`src/hw/rtl/j16u8_pkg.sv`:
```
// shared types, constants and helpers of the utf-16 to json utf-8 encoder
`timescale 1ns / 1ps

package j16u8_pkg;

    // byte slots per queued item: quote, six-byte escape, quote
    localparam int MAX_BYTES = 8;
    localparam int IDX_W     = 3;

    // input transfer payload
    typedef struct packed {
        logic [15:0] code_unit;
        logic        unit_present;
        logic        first_of_string;
        logic        last_of_string;
    } t_in_item;

    // output transfer payload
    typedef struct packed {
        logic [7:0] out_byte;
        logic       last_byte;
    } t_out_item;

    // one classified item waiting for the back end
    typedef struct packed {
        logic [MAX_BYTES-1:0][7:0] bytes;
        logic [IDX_W-1:0]          last_idx;
    } t_entry;

    // queue status seen by both ends
    typedef struct packed {
        logic full;
        logic empty;
    } t_q_status;

    // ascii codes used in escapes
    localparam logic [7:0] C_QUOTE  = 8'h22;
    localparam logic [7:0] C_BSLASH = 8'h5C;
    localparam logic [7:0] C_LOW_T  = 8'h74;
    localparam logic [7:0] C_LOW_N  = 8'h6E;
    localparam logic [7:0] C_LOW_R  = 8'h72;
    localparam logic [7:0] C_LOW_U  = 8'h75;
    localparam logic [7:0] C_ZERO   = 8'h30;

    // utf-16 high surrogate bounds and utf-8 one- and two-byte limits
    localparam logic [15:0] C_HIGH_FIRST = 16'hD800;
    localparam logic [15:0] C_HIGH_LAST  = 16'hDBFF;
    localparam logic [15:0] C_ASCII_MAX  = 16'h007F;
    localparam logic [15:0] C_TWO_MAX    = 16'h07FF;

    // lowercase hex digit
    function automatic logic [7:0] hex_digit(input logic [3:0] v);
        logic [7:0] r;
        if (v < 4'd10) begin
            r = 8'h30 + {4'b0000, v};
        end else begin
            r = 8'h57 + {4'b0000, v};
        end
        return r;
    endfunction

endpackage

```
`src/hw/rtl/j16u8_front.sv`:
```
// front end: accepts code units, tracks surrogates, builds the byte list
`timescale 1ns / 1ps

module j16u8_front
    import j16u8_pkg::*;
(
    input  logic      i_clk,
    input  logic      i_rst_n,
    input  logic      i_valid,
    output logic      o_ready,
    input  t_in_item  i_data,
    input  t_q_status i_q_status,
    output logic      o_push,
    output t_entry    o_entry
);

    logic        r_pending;
    logic        n_pending;
    logic [15:0] r_held;
    logic [15:0] n_held;

    logic                 accept;
    logic                 pend_eff;
    logic                 is_high;
    logic [15:0]          x;
    logic [31:0]          cp;
    logic [5:0][7:0]      ub;
    logic [2:0]           ulen;
    logic [1:0]           base;
    logic [3:0]           total;
    logic [MAX_BYTES-1:0][7:0] bytes;

    assign o_ready  = !i_q_status.full;
    assign accept   = i_valid && o_ready;
    assign x        = i_data.code_unit;
    assign pend_eff = r_pending && !i_data.first_of_string;
    assign is_high  = (x >= C_HIGH_FIRST) && (x <= C_HIGH_LAST);

    // code point of a surrogate pair, modulo 2^32
    assign cp = ((32'(r_held) - 32'h0000_D800) << 10)
              + (32'(x) - 32'h0000_DC00) + 32'h0001_0000;

    // bytes of the code unit alone
    always_comb begin
        ub   = '0;
        ulen = 3'd0;
        if (i_data.unit_present) begin
            if (pend_eff) begin
                ub[0] = 8'((cp >> 18) | 32'h0000_00F0);
                ub[1] = 8'(((cp >> 12) & 32'h3F) | 32'h80);
                ub[2] = 8'(((cp >> 6) & 32'h3F) | 32'h80);
                ub[3] = 8'((cp & 32'h3F) | 32'h80);
                ulen  = 3'd4;
            end else if (x <= C_ASCII_MAX) begin
                if (x[7:0] == C_QUOTE || x[7:0] == C_BSLASH) begin
                    ub[0] = C_BSLASH;
                    ub[1] = x[7:0];
                    ulen  = 3'd2;
                end else if (x[7:0] == 8'd9) begin
                    ub[0] = C_BSLASH;
                    ub[1] = C_LOW_T;
                    ulen  = 3'd2;
                end else if (x[7:0] == 8'd10) begin
                    ub[0] = C_BSLASH;
                    ub[1] = C_LOW_N;
                    ulen  = 3'd2;
                end else if (x[7:0] == 8'd13) begin
                    ub[0] = C_BSLASH;
                    ub[1] = C_LOW_R;
                    ulen  = 3'd2;
                end else if (x[7:0] < 8'd32) begin
                    ub[0] = C_BSLASH;
                    ub[1] = C_LOW_U;
                    ub[2] = C_ZERO;
                    ub[3] = C_ZERO;
                    ub[4] = hex_digit(x[7:4]);
                    ub[5] = hex_digit(x[3:0]);
                    ulen  = 3'd6;
                end else begin
                    ub[0] = x[7:0];
                    ulen  = 3'd1;
                end
            end else if (x <= C_TWO_MAX) begin
                ub[0] = {2'b11, x[11:6]};
                ub[1] = {2'b10, x[5:0]};
                ulen  = 3'd2;
            end else if (!is_high) begin
                ub[0] = {4'hE, x[15:12]};
                ub[1] = {2'b10, x[11:6]};
                ub[2] = {2'b10, x[5:0]};
                ulen  = 3'd3;
            end
        end
    end

    // place quotes and unit bytes into the entry
    always_comb begin
        bytes = '0;
        base  = {1'b0, i_data.first_of_string};
        if (i_data.first_of_string) begin
            bytes[0] = C_QUOTE;
        end
        for (int j = 0; j < 6; j++) begin
            if (3'(j) < ulen) begin
                bytes[3'(j) + 3'(base)] = ub[j];
            end
        end
        if (i_data.last_of_string) begin
            bytes[3'(base) + ulen] = C_QUOTE;
        end
        total = 4'(base) + 4'(ulen) + 4'(i_data.last_of_string);
    end

    assign o_entry.bytes    = bytes;
    assign o_entry.last_idx = 3'(total - 4'd1);
    assign o_push           = accept && (total != 4'd0);

    // surrogate tracking
    always_comb begin
        n_pending = r_pending;
        n_held    = r_held;
        if (accept) begin
            n_pending = pend_eff;
            if (i_data.unit_present) begin
                if (pend_eff) begin
                    n_pending = 1'b0;
                end else if (is_high) begin
                    n_pending = 1'b1;
                    n_held    = x;
                end
            end
            if (i_data.last_of_string) begin
                n_pending = 1'b0;
            end
        end
    end

    always_ff @(posedge i_clk) begin
        if (!i_rst_n) begin
            r_pending <= 1'b0;
        end else begin
            r_pending <= n_pending;
        end
        r_held <= n_held;
    end

endmodule

```
`src/hw/rtl/j16u8_fifo.sv`:
```
// short queue of classified items between front and back end
`timescale 1ns / 1ps

module j16u8_fifo
    import j16u8_pkg::*;
#(
    parameter int DEPTH = 2
) (
    input  logic      i_clk,
    input  logic      i_rst_n,
    input  logic      i_push,
    input  t_entry    i_entry,
    input  logic      i_pop,
    output t_entry    o_head,
    output t_q_status o_status
);

    localparam int PTR_W = (DEPTH > 1) ? $clog2(DEPTH) : 1;
    localparam int CNT_W = $clog2(DEPTH + 1);
    localparam logic [PTR_W-1:0] LAST_PTR = PTR_W'(DEPTH - 1);
    localparam logic [CNT_W-1:0] FULL_CNT = CNT_W'(DEPTH);

    t_entry            r_mem [DEPTH];
    logic [PTR_W-1:0]  r_wr;
    logic [PTR_W-1:0]  n_wr;
    logic [PTR_W-1:0]  r_rd;
    logic [PTR_W-1:0]  n_rd;
    logic [CNT_W-1:0]  r_count;
    logic [CNT_W-1:0]  n_count;

    assign o_head          = r_mem[r_rd];
    assign o_status.full   = (r_count == FULL_CNT);
    assign o_status.empty  = (r_count == '0);

    // pointer and count update
    always_comb begin
        n_wr    = r_wr;
        n_rd    = r_rd;
        n_count = r_count;
        if (i_push) begin
            n_wr = (r_wr == LAST_PTR) ? '0 : r_wr + 1'b1;
        end
        if (i_pop) begin
            n_rd = (r_rd == LAST_PTR) ? '0 : r_rd + 1'b1;
        end
        if (i_push && !i_pop) begin
            n_count = r_count + 1'b1;
        end else if (i_pop && !i_push) begin
            n_count = r_count - 1'b1;
        end
    end

    always_ff @(posedge i_clk) begin
        if (!i_rst_n) begin
            r_wr    <= '0;
            r_rd    <= '0;
            r_count <= '0;
        end else begin
            r_wr    <= n_wr;
            r_rd    <= n_rd;
            r_count <= n_count;
        end
    end

    // entry storage
    always_ff @(posedge i_clk) begin
        if (i_push) begin
            r_mem[r_wr] <= i_entry;
        end
    end

`ifndef SYNTHESIS
    a_no_push_full: assert property (@(posedge i_clk) disable iff (!i_rst_n)
        i_push |-> !o_status.full)
        else $error("push into full queue");
    a_no_pop_empty: assert property (@(posedge i_clk) disable iff (!i_rst_n)
        i_pop |-> !o_status.empty)
        else $error("pop from empty queue");
    a_count_bound: assert property (@(posedge i_clk) disable iff (!i_rst_n)
        r_count <= FULL_CNT)
        else $error("queue count out of range");
`endif

endmodule

```
`src/hw/rtl/j16u8_back.sv`:
```
// back end: sends the queued bytes one per cycle while the output is ready, through an output register
`timescale 1ns / 1ps

module j16u8_back
    import j16u8_pkg::*;
(
    input  logic      i_clk,
    input  logic      i_rst_n,
    input  t_entry    i_head,
    input  t_q_status i_q_status,
    output logic      o_pop,
    output logic      o_valid,
    input  logic      i_ready,
    output t_out_item o_data
);

    logic             r_valid;
    logic             n_valid;
    logic [7:0]       r_byte;
    logic             r_last;
    logic [IDX_W-1:0] r_idx;
    logic [IDX_W-1:0] n_idx;

    logic load;
    logic at_end;

    // take the next byte when the output register is free or draining
    assign load   = !i_q_status.empty && (!r_valid || i_ready);
    assign at_end = (r_idx == i_head.last_idx);
    assign o_pop  = load && at_end;

    always_comb begin
        n_valid = r_valid;
        n_idx   = r_idx;
        if (load) begin
            n_valid = 1'b1;
            n_idx   = at_end ? '0 : r_idx + 1'b1;
        end else if (i_ready) begin
            n_valid = 1'b0;
        end
    end

    always_ff @(posedge i_clk) begin
        if (!i_rst_n) begin
            r_valid <= 1'b0;
            r_idx   <= '0;
        end else begin
            r_valid <= n_valid;
            r_idx   <= n_idx;
        end
        if (load) begin
            r_byte <= i_head.bytes[r_idx];
            r_last <= at_end;
        end
    end

    assign o_valid          = r_valid;
    assign o_data.out_byte  = r_byte;
    assign o_data.last_byte = r_last;

`ifndef SYNTHESIS
    a_mid_entry_held: assert property (@(posedge i_clk) disable iff (!i_rst_n)
        (r_idx != '0) |-> !i_q_status.empty)
        else $error("entry left the queue while partly sent");
    a_idx_in_entry: assert property (@(posedge i_clk) disable iff (!i_rst_n)
        (r_idx != '0) |-> (r_idx <= i_head.last_idx))
        else $error("byte index past end of entry");
`endif

endmodule

```
`src/hw/rtl/json_string_utf16_to_utf8_encoder_unit.sv`:
```
// top level of the utf-16 to json utf-8 string encoder
//
//  channel  direction  handshake           payload
//  input    in         i_valid / o_ready   i_data  (t_in_item)
//  output   out        o_valid / i_ready   o_data  (t_out_item)
//
// an input transfer is accepted whenever the queue has room
// output runs at one byte per cycle while i_ready is high; an item has up to
// eight bytes, and an item with no bytes is not queued
// the single output byte register sets that rate
// the first byte passes through the queue and then the output byte register
// reset drops a pending surrogate, empties the queue, clears output valid
// front and back stall independently, decoupled by the item queue
`timescale 1ns / 1ps

module json_string_utf16_to_utf8_encoder_unit
    import j16u8_pkg::*;
#(
    parameter int QUEUE_DEPTH = 2
) (
    input  logic      i_clk,
    input  logic      i_rst_n,
    input  logic      i_valid,
    output logic      o_ready,
    input  t_in_item  i_data,
    output logic      o_valid,
    input  logic      i_ready,
    output t_out_item o_data
);

    logic      push;
    logic      pop;
    t_entry    push_entry;
    t_entry    head;
    t_q_status q_status;

    // classify and build byte lists
    j16u8_front u_front (
        .i_clk      (i_clk),
        .i_rst_n    (i_rst_n),
        .i_valid    (i_valid),
        .o_ready    (o_ready),
        .i_data     (i_data),
        .i_q_status (q_status),
        .o_push     (push),
        .o_entry    (push_entry)
    );

    // item queue
    j16u8_fifo #(
        .DEPTH (QUEUE_DEPTH)
    ) u_fifo (
        .i_clk    (i_clk),
        .i_rst_n  (i_rst_n),
        .i_push   (push),
        .i_entry  (push_entry),
        .i_pop    (pop),
        .o_head   (head),
        .o_status (q_status)
    );

    // serialize bytes
    j16u8_back u_back (
        .i_clk      (i_clk),
        .i_rst_n    (i_rst_n),
        .i_head     (head),
        .i_q_status (q_status),
        .o_pop      (pop),
        .o_valid    (o_valid),
        .i_ready    (i_ready),
        .o_data     (o_data)
    );

endmodule
```
`config.mk`:
```
export PLATFORM = sky130hd
export DESIGN_NAME = json_string_utf16_to_utf8_encoder_unit
export DESIGN_NICKNAME = d
export VERILOG_FILES = /design/src/hw/rtl/j16u8_pkg.sv /design/src/hw/rtl/j16u8_front.sv /design/src/hw/rtl/j16u8_fifo.sv /design/src/hw/rtl/j16u8_back.sv /design/src/hw/rtl/json_string_utf16_to_utf8_encoder_unit.sv
export SDC_FILE = /design/constraint.sdc
export NUM_CORES = 1
export LEC_CHECK = 0
export BUFFER_PORTS_ARGS = -buffer_cell sky130_fd_sc_hd__buf_4
export CORE_ASPECT_RATIO = 0.5
export CORE_MARGIN = 3
export CORE_UTILIZATION = 55
export DETAILED_ROUTE_END_ITERATION = 6
export HOLD_SLACK_MARGIN = 0.02
export PLACE_DENSITY_LB_ADDON = 0.08
export SLEW_MARGIN = 20
export SYNTH_ARGS = -nofsm -noshare
export SYNTH_HDL_FRONTEND = slang
export SYNTH_SLANG_ARGS = --single-unit
```
`constraint.sdc`:
```
create_clock -name i_clk -period 11 [get_ports i_clk]
set_clock_uncertainty 0.05 [all_clocks]
set_input_delay 2.2 -clock i_clk [delete_from_list [all_inputs] [get_ports i_clk]]
set_output_delay 2.2 -clock i_clk [all_outputs]
set_load 0.05 [all_outputs]
```
==> results of run 1 <==
kinds of logic (layout without fill, tap and decap cells):
group           Yosys count  in the layout  share of synthesized area
simple gates            213            213                     0.1351
buf+inv                  62            101                    0.03236
other cells               1              8                  0.0004686
flops                   145            145                     0.5316
fa+ha+maj                42             42                    0.06754
compound gates          135            135                     0.1191
xor+xnor                 26             26                    0.02846
mux                      38             38                    0.08537
stage by stage:
stage	power, mW	instances	worst slack [ps]
CTS	1.813	900	4864
global placement	1.228	868	4482
global route	1.882	900	4263
floorplan	1.100	669	3158
finish	1.803	900	4598
detailed placement	1.234	868	4485
flip-flops by register name (all words and copies together), names as in the netlist, named ones only:
| register | cells |
|---|---|
| u_fifo.r_wr | 1 |
| u_front.r_pending | 1 |
| u_back.r_idx | 3 |
| u_front.r_held | 12 |
| u_back.r_last | 1 |
| u_back.r_byte | 8 |
| u_fifo.r_count | 2 |
| u_fifo.r_rd | 1 |
| u_fifo.r_mem | 114 |
| u_back.o_valid | 1 |
per-layer routing:
| metal | wire (um) | track usage |
|---|---|---|
| met1 | 8996 | 0.3951 |
| met2 | 8699 | 0.3712 |
| met3 | 1973 | 0.05180 |
| met4 | 290 | 0.07250 |
| met5 | 0 | 0 |
worst min-delay path: cells and delay by family, from the launching register on:
| family | cells | cell delay (ps) |
|---|---|---|
| DFF | 1 | 330 |
| xor gates and xnor gates | 1 | 80 |
| and+or+nand+nor | 1 | 80 |
layout by cell type (no fill, tap or decap), types with 4 or more instances in the layout:
cell / synthesis / final
a211oi_1: 4 / 4
a21oi_1: 26 / 26
a221oi_1: 4 / 4
a22oi_1: 5 / 5
a31oi_1: 9 / 9
and2_1: 5 / 5
and3_1: 7 / 7
buf_4: 1 / 43
clkbuf_16: 0 / 17
clkinv_8: 0 / 5
conb_1: 1 / 8
dfxtp_1: 10 / 9
edfxtp_1: 135 / 135
ha_1: 40 / 40
inv_1: 26 / 26
inv_8: 0 / 6
mux2i_1: 12 / 12
mux4_2: 24 / 24
nand2_1: 57 / 57
nand2b_1: 4 / 4
nand3_1: 16 / 16
nand4_1: 5 / 5
nor2_1: 51 / 49
nor2b_1: 6 / 6
nor3_1: 24 / 24
nor4_1: 4 / 4
o2111ai_1: 4 / 4
o211ai_1: 7 / 7
o21ai_0: 31 / 31
or3_1: 8 / 8
xnor2_1: 20 / 20
xor2_1: 6 / 6
worst max path at each step:
stage / start / endpoint / slack [ps]
floorplan: i_data[9] / u_fifo.r_mem[0][0] / 3160
global placement: i_data[14] / u_fifo.r_mem[0][6] / 4480
detailed placement: i_data[14] / u_fifo.r_mem[0][6] / 4480
CTS: i_data[14] / u_fifo.r_mem[0][6] / 4860
global route: i_data[4] / u_fifo.r_mem[0][6] / 4260
finish: i_data[14] / u_fifo.r_mem[1][6] / 4600
area by class of cell:
cell class                      count  area share
Tap cell                          192     0.02653
Sequential cell                   145      0.4699
Inverter                           26     0.01078
Clock inverter                     15     0.02017
Clock buffer                       17     0.04698
Timing Repair Buffer               43     0.03565
Multi-Input combinational cell    462      0.3899
where the power goes:
group,internal (mW),switching (mW),total [mW]
combinational,0.174,0.300,0.474
sequential,0.723,0.0254,0.748
clock,0.308,0.272,0.581
==> flow_metrics.py, run 1 <==
metrics = {
    "worst_setup_path": {
        "critPathLaunchType": "input port",
        "cp.depth": 19,
        "cp.required_ps": 11120,
        "rr_worst_depth": 12,
        "worst-path-buf-inv": 4,
        "path_max_fanout": 16,
        "reg2reg_to": "u_fifo.r_mem[1][6]",
        "end_kind": "flop",
        "crit_chain": "buf_4 -> inv_1 -> ha_1 -> or4b_1 -> nor2_1 -> buf_4 -> nor3_1 -> buf_4 -> a31oi_1 -> nor2_1 -> ha_1 -> ha_1 -> nor2b_1 -> o2111ai_1 -> nor4_1 -> a211oi_2 -> a21oi_1 -> o21ai_0 -> a211oi_1",
        "cp_top_family": "compound AO/OA/AOI/OAI gates",
        "slowest_delay_ps": 500,
        "rr_startpoint": "u_front.r_pending",
        "worstPathArrival_ps": 6520,
        "crit_type": "input port to flop",
        "rrSetupSlack_ps": 6750,
        "critical-path-slowest-cell": "or4b_1",
    },
    "routing": {
        "wirelength_um": 19960,
        "firstDrtPassIters": 7,
        "drc_errors": 4,
        "drtIter0Drc": 755,
        "ant_nets": 0,
        "wl_per_cell_um": 22.18,
        "viasPerCell": 6.430,
        "dr_total_vias": 5787,
    },
    "final_layout": {
        "multi_input_area_sq_mm": 0.003531,
        "fillers": 1067,
        "synthToLayoutAreaGrowth_pct": 13.15,
        "regArea_sq_mm": 0.004255,
        "fin_area_sq_mm": 0.009055,
        "diodes": 0,
        "final_net_count": 760,
        "drive_above_1_share": 0.1681,
        "final_util": 0.6520,
    },
    "placement": {
        "io_buffer_count": 33,
        "gp_congestion": 0.9233,
        "place_area_sq_mm": 0.008447,
        "dp_hpwl_um": 13750,
    },
    "status": {
        "status": "finished, violations left",
        "violations": "DRC",
    },
    "clock_tree": {
        "cts-root-buf": "clkbuf_16",
        "clock_latency_ps": 430,
        "holdBufCountCts": 0,
        "numCtsBuffers": 17,
        "postCtsSetupBuffers": 0,
        "clkSinkCount": 145,
        "cts_buffer_depth": 2,
        "htreeDepth": 4,
        "tritoncts": "done",
        "cts.reportedPaths.clkPinSlew_ps": 70,
        "cts_resized": 0,
    },
    "sta": {
        "tns_ps": 0,
        "rsz0062_at_grt": "false",
        "finalCritPeriodShare": 0.5820,
        "fin_crit_ps": 6402,
        "hold_viol": 0,
        "finalSetupViolCount": 0,
        "clock.fmax_mhz": 156.2,
        "hold_ws_ps": 464.6,
        "worstMarginPinSlew_ps": 925.8,
        "maxSlewViolCount": 0,
        "slew_headroom": 0.3805,
    },
    "min_path": {
        "min_from": "u_fifo.r_rd",
        "hold_path_class": "flop to flop",
        "whs_path_depth": 2,
    },
    "logic_synthesis": {
        "synth_most_common_cell": "edfxtp_1",
        "synth_area_leaders": "edfxtp_1 (51%), mux4_2 (6.8%), ha_1 (6.3%)",
        "yosysWarningCount": 0,
        "synth_common_cells": "edfxtp_1 (135), nand2_1 (57), nor2_1 (51)",
        "synth_top_cell_area_share": 0.5066,
        "post-synth-top-area-cell": "edfxtp_1",
        "synthFlopType": "edfxtp_1",
        "synth_edf_count": 135,
        "ys_types": 78,
        "avgSynthCellArea_sq_um": 12.09,
        "synthArstFlopShare": 0,
        "syn_area_sq_mm": 0.008003,
        "synth_seq_cells": 145,
        "netlist_instances": 662,
        "ys_seq_area_frac": 0.5316,
    },
    "grt": {
        "overflow": 0,
        "grt_pass1_vias": 5384,
        "grt_usage": 0.2570,
        "antenna_found_initial": 0,
        "grt_max_degree": 58,
        "grt_pass1_wl_um": 31110,
    },
    "floorplanning": {
        "core_area_sq_mm": 0.01389,
        "rows": 30,
        "dieArea_sq_mm": 0.01612,
        "ioPinCount": 34,
        "die_w_um": 176.6,
        "die_y_um": 91.30,
        "initial_utilization": 0.5762,
    },
    "power_and_ir_drop": {
        "leakage_nw": 3.290,
        "ir_drop_mv": 0.1145,
        "power.density_mw_per_mm2": 199.1,
    },
    "job": {
        "max_cap_viol_count": 0,
    },
}
(Power assumes the default switching activity.)
==> run 2: changes to the inputs <==
--- a/config.mk
+++ b/config.mk
@@ -5,6 +5,7 @@
 export SDC_FILE = /design/constraint.sdc
 export NUM_CORES = 1
 export LEC_CHECK = 0
+export ABC_AREA = 1
 export BUFFER_PORTS_ARGS = -buffer_cell sky130_fd_sc_hd__buf_4
 export CORE_ASPECT_RATIO = 0.5
 export CORE_MARGIN = 3
==> constraint.sdc (replaced) <==
create_clock -name i_clk -period 6.7 [get_ports i_clk]
set_clock_uncertainty 0.05 [all_clocks]
set_input_delay 1.34 -clock i_clk [delete_from_list [all_inputs] [get_ports i_clk]]
set_output_delay 1.34 -clock i_clk [all_outputs]
set_load 0.05 [all_outputs]
==> run 2 against run 1 <==
Effect of this change: the run now ends clean; clock power rose by 70%; die area is 3.6% higher; first-iteration DRC count rose by 2.9%; synthesized cell count is 35% higher; largest cell class unchanged; highest routed layer unchanged.
==> flow_metrics.py, run 2 <==
metrics = {
    "status": {
        "status": "complete, no violations",
    },
    "clock_tree": {
        "htreeDepth": 4,
        "clock_latency_ps": 430,
        "clkSinkCount": 145,
        "cts_resized": 0,
        "numCtsBuffers": 17,
        "cts-root-buf": "clkbuf_16",
        "cts_buffer_depth": 2,
        "postCtsSetupBuffers": 0,
        "cts.reportedPaths.clkPinSlew_ps": 60,
        "holdBufCountCts": 0,
        "tritoncts": "done",
    },
    "grt": {
        "grt_pass1_vias": 6236,
        "grt_pass1_wl_um": 34870,
        "overflow": 0,
        "grt_usage": 0.2753,
        "antenna_found_initial": 0,
        "grt_max_degree": 59,
    },
    "floorplanning": {
        "die_w_um": 179.8,
        "core_area_sq_mm": 0.01462,
        "ioPinCount": 34,
        "die_y_um": 92.90,
        "dieArea_sq_mm": 0.01670,
        "rows": 31,
        "initial_utilization": 0.5681,
    },
    "worst_setup_path": {
        "worstPathArrival_ps": 5090,
        "cp.depth": 16,
        "path_max_fanout": 33,
        "critPathLaunchType": "input port",
        "crit_top_cell": "ha_1",
        "cp_top_family": "buffers and inverters",
        "critical-path-slowest-cell": "inv_2",
        "rr_worst_depth": 14,
        "cp.required_ps": 6770,
        "slowest_delay_ps": 560,
        "crit_type": "input port to flop",
        "worst-path-buf-inv": 6,
        "end_kind": "flop",
        "crit_chain": "buf_4 -> inv_1 -> ha_1 -> nand4_1 -> nor2_4 -> inv_2 -> nor2_4 -> a211oi_1 -> fa_1 -> ha_1 -> inv_1 -> ha_1 -> nand4_1 -> nand3_1 -> inv_2 -> buf_4",
    },
    "logic_synthesis": {
        "synthFlopType": "edfxtp_1",
        "ys_types": 49,
        "yosysWarningCount": 0,
        "synth_common_cells": "nand2_1 (136), edfxtp_1 (135), nor2_1 (101)",
        "avgSynthCellArea_sq_um": 9.292,
        "syn_area_sq_mm": 0.008307,
        "netlist_instances": 894,
        "synth_seq_cells": 145,
        "synth_top_cell_area_share": 0.4880,
        "post-synth-top-area-cell": "edfxtp_1",
        "synth_most_common_cell": "nand2_1",
        "synth_edf_count": 135,
        "synthArstFlopShare": 0,
        "ys_seq_area_frac": 0.5121,
        "synth_area_leaders": "edfxtp_1 (49%), nand2_1 (6.1%), ha_1 (6.0%)",
    },
    "sta": {
        "rsz0062_at_grt": "false",
        "finalSetupViolCount": 0,
        "clock.fmax_mhz": 199.2,
        "hold_viol": 0,
        "tns_ps": 0,
        "maxSlewViolCount": 0,
        "finalCritPeriodShare": 0.7492,
        "setup_slack_ps": 1680,
        "worstMarginPinSlew_ps": 838.6,
        "slew_headroom": 0.4403,
        "fin_crit_ps": 5020,
    },
    "final_layout": {
        "regArea_sq_mm": 0.004255,
        "top_regs": "u_fifo.r_mem x114, u_front.r_held x12, u_back.r_byte x8",
        "largest_register": "u_fifo.r_mem",
        "layout_commonest_cell": "nand2_1",
        "most-common-layout-cells": "nand2_1 (136), edfxtp_1 (135), nor2_1 (99)",
        "fillers": 1239,
        "synthToLayoutAreaGrowth_pct": 12.58,
        "largest_reg_flops": 114,
        "final_net_count": 990,
        "drive_above_1_share": 0.1311,
        "final_util": 0.6395,
        "multi_input_area_sq_mm": 0.003550,
        "diodes": 0,
    },
    "routing": {
        "drtIter0Drc": 777,
        "firstDrtPassIters": 7,
        "wl_per_cell_um": 19.85,
        "ant_nets": 0,
        "viasPerCell": 5.863,
        "drc_errors": 0,
        "dr_total_vias": 6660,
        "wirelength_um": 22540,
    },
    "power_and_ir_drop": {
        "power.density_mw_per_mm2": 337.2,
        "leakage_nw": 3.911,
        "ir_drop_mv": 0.1948,
    },
    "job": {
        "max_cap_viol_count": 0,
    },
    "placement": {
        "gp_congestion": 0.9361,
        "dp_hpwl_um": 16000,
        "pre_cts_slack_ps": 1308,
        "io_buffer_count": 33,
    },
    "min_path": {
        "whs_path_depth": 2,
        "hold_path_class": "flop to flop",
    },
}
## run 2: changes by cell type after synthesis, sizes merged, moves of 10 or more
cell,before,now
nand2,57,148
nor2,52,118
a21oi,26,37
mux4,24,0
inv,26,98
nand3,16,65
xnor2,20,1
nor3,25,9
nand4,5,16
o22ai,3,17
mux2i,12,1
o21ai,31,102
xor2,6,16
## run 2: worst register-to-register path: stages, from the launching register on
cell and delay [ps]:
dfxtp_1 310, inv_1 120, nor2_1 60, buf_4 190, nor2_2 320, inv_1 170, a211oi_1 570, fa_1 320
ha_1 150, inv_1 50, ha_1 210, nand4_1 160, nand3_1 130, inv_2 560, buf_4 350
## run 2: worst paths after layout
check	startpoint	end	slack, ps
hold reg to reg	u_fifo.r_count[1]	u_fifo.r_count[1]	460
setup reg to reg	u_front.r_pending	u_fifo.r_mem[1][48]	2680
hold / removal	u_fifo.r_count[1]	u_fifo.r_count[1]	460
setup / recovery	i_data[14]	u_fifo.r_mem[1][48]	1680
## run 2: logic make-up (layout without fill, tap and decap cells)
logic type                 after synthesis  count (layout)  synth area share
xor gates and xnor gates                17              17           0.01792
muxes                                    1               1          0.001205
buffers and inverters                  136             173           0.06492
other                                    1               8         0.0004514
adders and majority gates               42              42           0.06507
DFF                                    145             145            0.5121
and+or+nand+nor                        363             363            0.2095
AOI/OAI and AO/OA                      189             189            0.1288
## run 2: where the power goes
group | leakage, nW | switching [mW] | internal (mW)
clock network | 0.294 | 0.428 | 0.561
logic | 2.24 | 0.665 | 0.258
registers | 1.37 | 0.0498 | 1.19
## run 2: metrics by stage
step	cell area [sq um]	hold WS (ps)	cells	total power, mW
2_1_floorplan	8333	408.3	901	1.876
3_3_place_gp	8751	427.3	1104	2.153
3_5_place_dp	8751	442.7	1104	2.170
4_1_cts	9349	457.4	1136	3.146
5_1_grt	9351	484.0	1136	3.285
6_report	9351	456.2	1136	3.153
## run 2: layer usage
| metal | part of all wire | vias to the layer above | GRT usage |
|---|---|---|---|
| met1 | 0.44 | 3135 | 0.3905 |
| li1 | - | 3163 | - |
| met5 | 0 | - | 0 |
| met2 | 0.43 | 326 | 0.4107 |
| met3 | 0.11 | 36 | 0.08592 |
| met4 | 0.017 | 0 | 0.07653 |
## run 2: layout make-up
cell class / count / share of cell area
clock buffers: 17 / 0.04549
clock inverters: 15 / 0.01846
inverters: 100 / 0.04067
multi-input cells: 620 / 0.3796
flip-flops and latches: 145 / 0.4550
well taps: 198 / 0.02649
repair buffers: 41 / 0.03425
==> run 3: changes to the inputs <==
==> constraint.sdc (replaced) <==
create_clock -name i_clk -period 4.7 [get_ports i_clk]
set_clock_uncertainty 0.05 [all_clocks]
set_input_delay 0.94 -clock i_clk [delete_from_list [all_inputs] [get_ports i_clk]]
set_output_delay 0.94 -clock i_clk [all_outputs]
set_load 0.05 [all_outputs]
==> run 3 against run 2 <==
Effect of this change: core utilization increased by 0.95 points; critical path depth is 7 higher; non-clock buffer count grew 14; design area grew 1.5%; flip-flop and latch count stayed put; total power is 42% higher; register-to-register slack worse by 1300 ps; critical path type unchanged; critical endpoint is now u_fifo.r_count[1]; largest cell class unchanged; highest routed layer unchanged.
==> flow_metrics.py, run 3 (same netlist as run 2, synthesis figures left out) <==
metrics = {
    "worst_setup_path": {
        "path_max_fanout": 8,
        "critPathLaunchType": "input port",
        "rr_worst_depth": 18,
        "startpoint": "i_data[4]",
        "end_kind": "flop",
        "worstPathArrival_ps": 4400,
        "crit_type": "input port to flop",
        "cp.required_ps": 4970,
        "rr_startpoint": "u_front.r_pending",
    },
    "grt": {
        "grt_pass1_vias": 6377,
        "grt_usage": 0.2781,
        "grt_pass1_wl_um": 35220,
        "antenna_found_initial": 0,
        "overflow": 0,
        "grt_max_degree": 58,
    },
    "sta": {
        "slew_headroom": 0.4290,
        "hold_viol": 0,
        "tns_ps": 0,
        "worstMarginPinSlew_ps": 855.5,
        "maxSlewViolCount": 0,
        "finalCritPeriodShare": 0.8783,
        "setup_slack_ps": 572.0,
        "rsz0062_at_grt": "false",
        "fin_crit_ps": 4128,
        "clock.fmax_mhz": 242.2,
        "finalSetupViolCount": 0,
    },
    "placement": {
        "io_buffer_count": 33,
        "pre_cts_slack_ps": 169.0,
        "dp_hpwl_um": 16050,
        "place_area_sq_mm": 0.008881,
        "gp_congestion": 1.006,
        "placed_cells": 1118,
    },
    "min_path": {
        "whs_path_depth": 2,
        "hold_path_class": "flop to flop",
        "min_from": "u_fifo.r_count[1]",
    },
    "clock_tree": {
        "holdBufCountCts": 0,
        "numCtsBuffers": 17,
        "clkSinkCount": 145,
        "cts-root-buf": "clkbuf_16",
        "htreeDepth": 4,
        "clock_latency_ps": 440,
        "cts.reportedPaths.clkPinSlew_ps": 70,
        "postCtsSetupBuffers": 0,
        "tritoncts": "done",
        "cts_resized": 0,
        "cts_buffer_depth": 2,
    },
    "routing": {
        "viasPerCell": 5.857,
        "ant_nets": 0,
        "dr_total_vias": 6736,
        "firstDrtPassIters": 5,
        "drtIter0Drc": 1006,
        "wl_per_cell_um": 19.70,
        "wirelength_um": 22650,
        "drc_errors": 0,
    },
    "final_layout": {
        "diodes": 0,
        "synthToLayoutAreaGrowth_pct": 14.25,
        "drive_above_1_share": 0.1429,
        "layout_commonest_cell": "nand2_1",
        "largest_register": "u_fifo.r_mem",
        "fin_area_sq_mm": 0.009490,
        "largest_reg_flops": 114,
        "regArea_sq_mm": 0.004255,
        "fillers": 1230,
        "most-common-layout-cells": "nand2_1 (136), edfxtp_1 (135), nor2_1 (100)",
        "final_net_count": 1004,
        "multi_input_area_sq_mm": 0.003547,
        "top_regs": "u_fifo.r_mem x114, u_front.r_held x12, u_back.r_byte x8",
        "stdcell_count": 1150,
    },
    "floorplanning": {
        "die_y_um": 92.90,
        "die_w_um": 179.8,
        "ioPinCount": 34,
        "core_area_sq_mm": 0.01462,
        "rows": 31,
        "dieArea_sq_mm": 0.01670,
        "initial_utilization": 0.5681,
    },
    "power_and_ir_drop": {
        "power_mw": 4.473,
        "ir_drop_mv": 0.3033,
        "power.density_mw_per_mm2": 471.3,
        "leakage_nw": 3.982,
    },
    "status": {
        "status": "complete, no violations",
    },
    "job": {
        "max_cap_viol_count": 0,
    },
}
## run 3: changes by cell type in the layout (fill, tap and decap cells not counted), sizes merged
cell / delta
buf: +14
clkinvlp: +1
clkinv: +2
inv: -1
bufinv: -2
## run 3: final cells by class
type | instances | area share
Sequential cell | 145 | 0.4484
Multi-Input combinational cell | 620 | 0.3738
Timing Repair Buffer | 55 | 0.04746
Clock buffer | 17 | 0.04483
Inverter | 100 | 0.04008
Tap cell | 198 | 0.02610
Clock inverter | 15 | 0.01938
## run 3: metrics by stage
stage	utilization	hold WS, ps
2_1_floorplan	-	408.3
3_3_place_gp	0.6073	433.8
3_5_place_dp	0.6073	444.2
4_1_cts	0.6490	457.8
5_1_grt	0.6490	497.4
6_report	0.6490	457.4
## run 3: path summary, 6_finish.rpt
path	to	slack, ps
max	u_fifo.r_count[1]	570
min	u_fifo.r_count[1]	460
max reg2reg	u_fifo.r_count[1]	1340
min reg2reg	u_fifo.r_count[1]	460
## run 3: metal layers
metal / GRT usage / wire, um
met1: 0.4012 / 10310
met5: 0 / 0
met3: 0.07493 / 2281
met2: 0.4110 / 9546
met4: 0.08682 / 511
## run 3: worst max-delay path, cell delays in order
cell      delay (ps)
buf_4            140
inv_1            190
ha_1             210
nand3_1           90
nor2_2           160
nor2_4            90
inv_1            140
nor2_4            80
nor2_4            80
a211oi_1          50
buf_4            160
fa_1             390
ha_1             310
inv_1             70
ha_1             170
nand4_1          210
nand2_1          140
inv_1             50
ha_1             300
a21oi_1          110
o21ai_0          110
o21ai_0          150
a21oi_1           60
## run 3: report_power, final
group	switching [mW]	internal, mW
clock network	0.654	0.719
logic	0.948	0.389
registers	0.0676	1.70
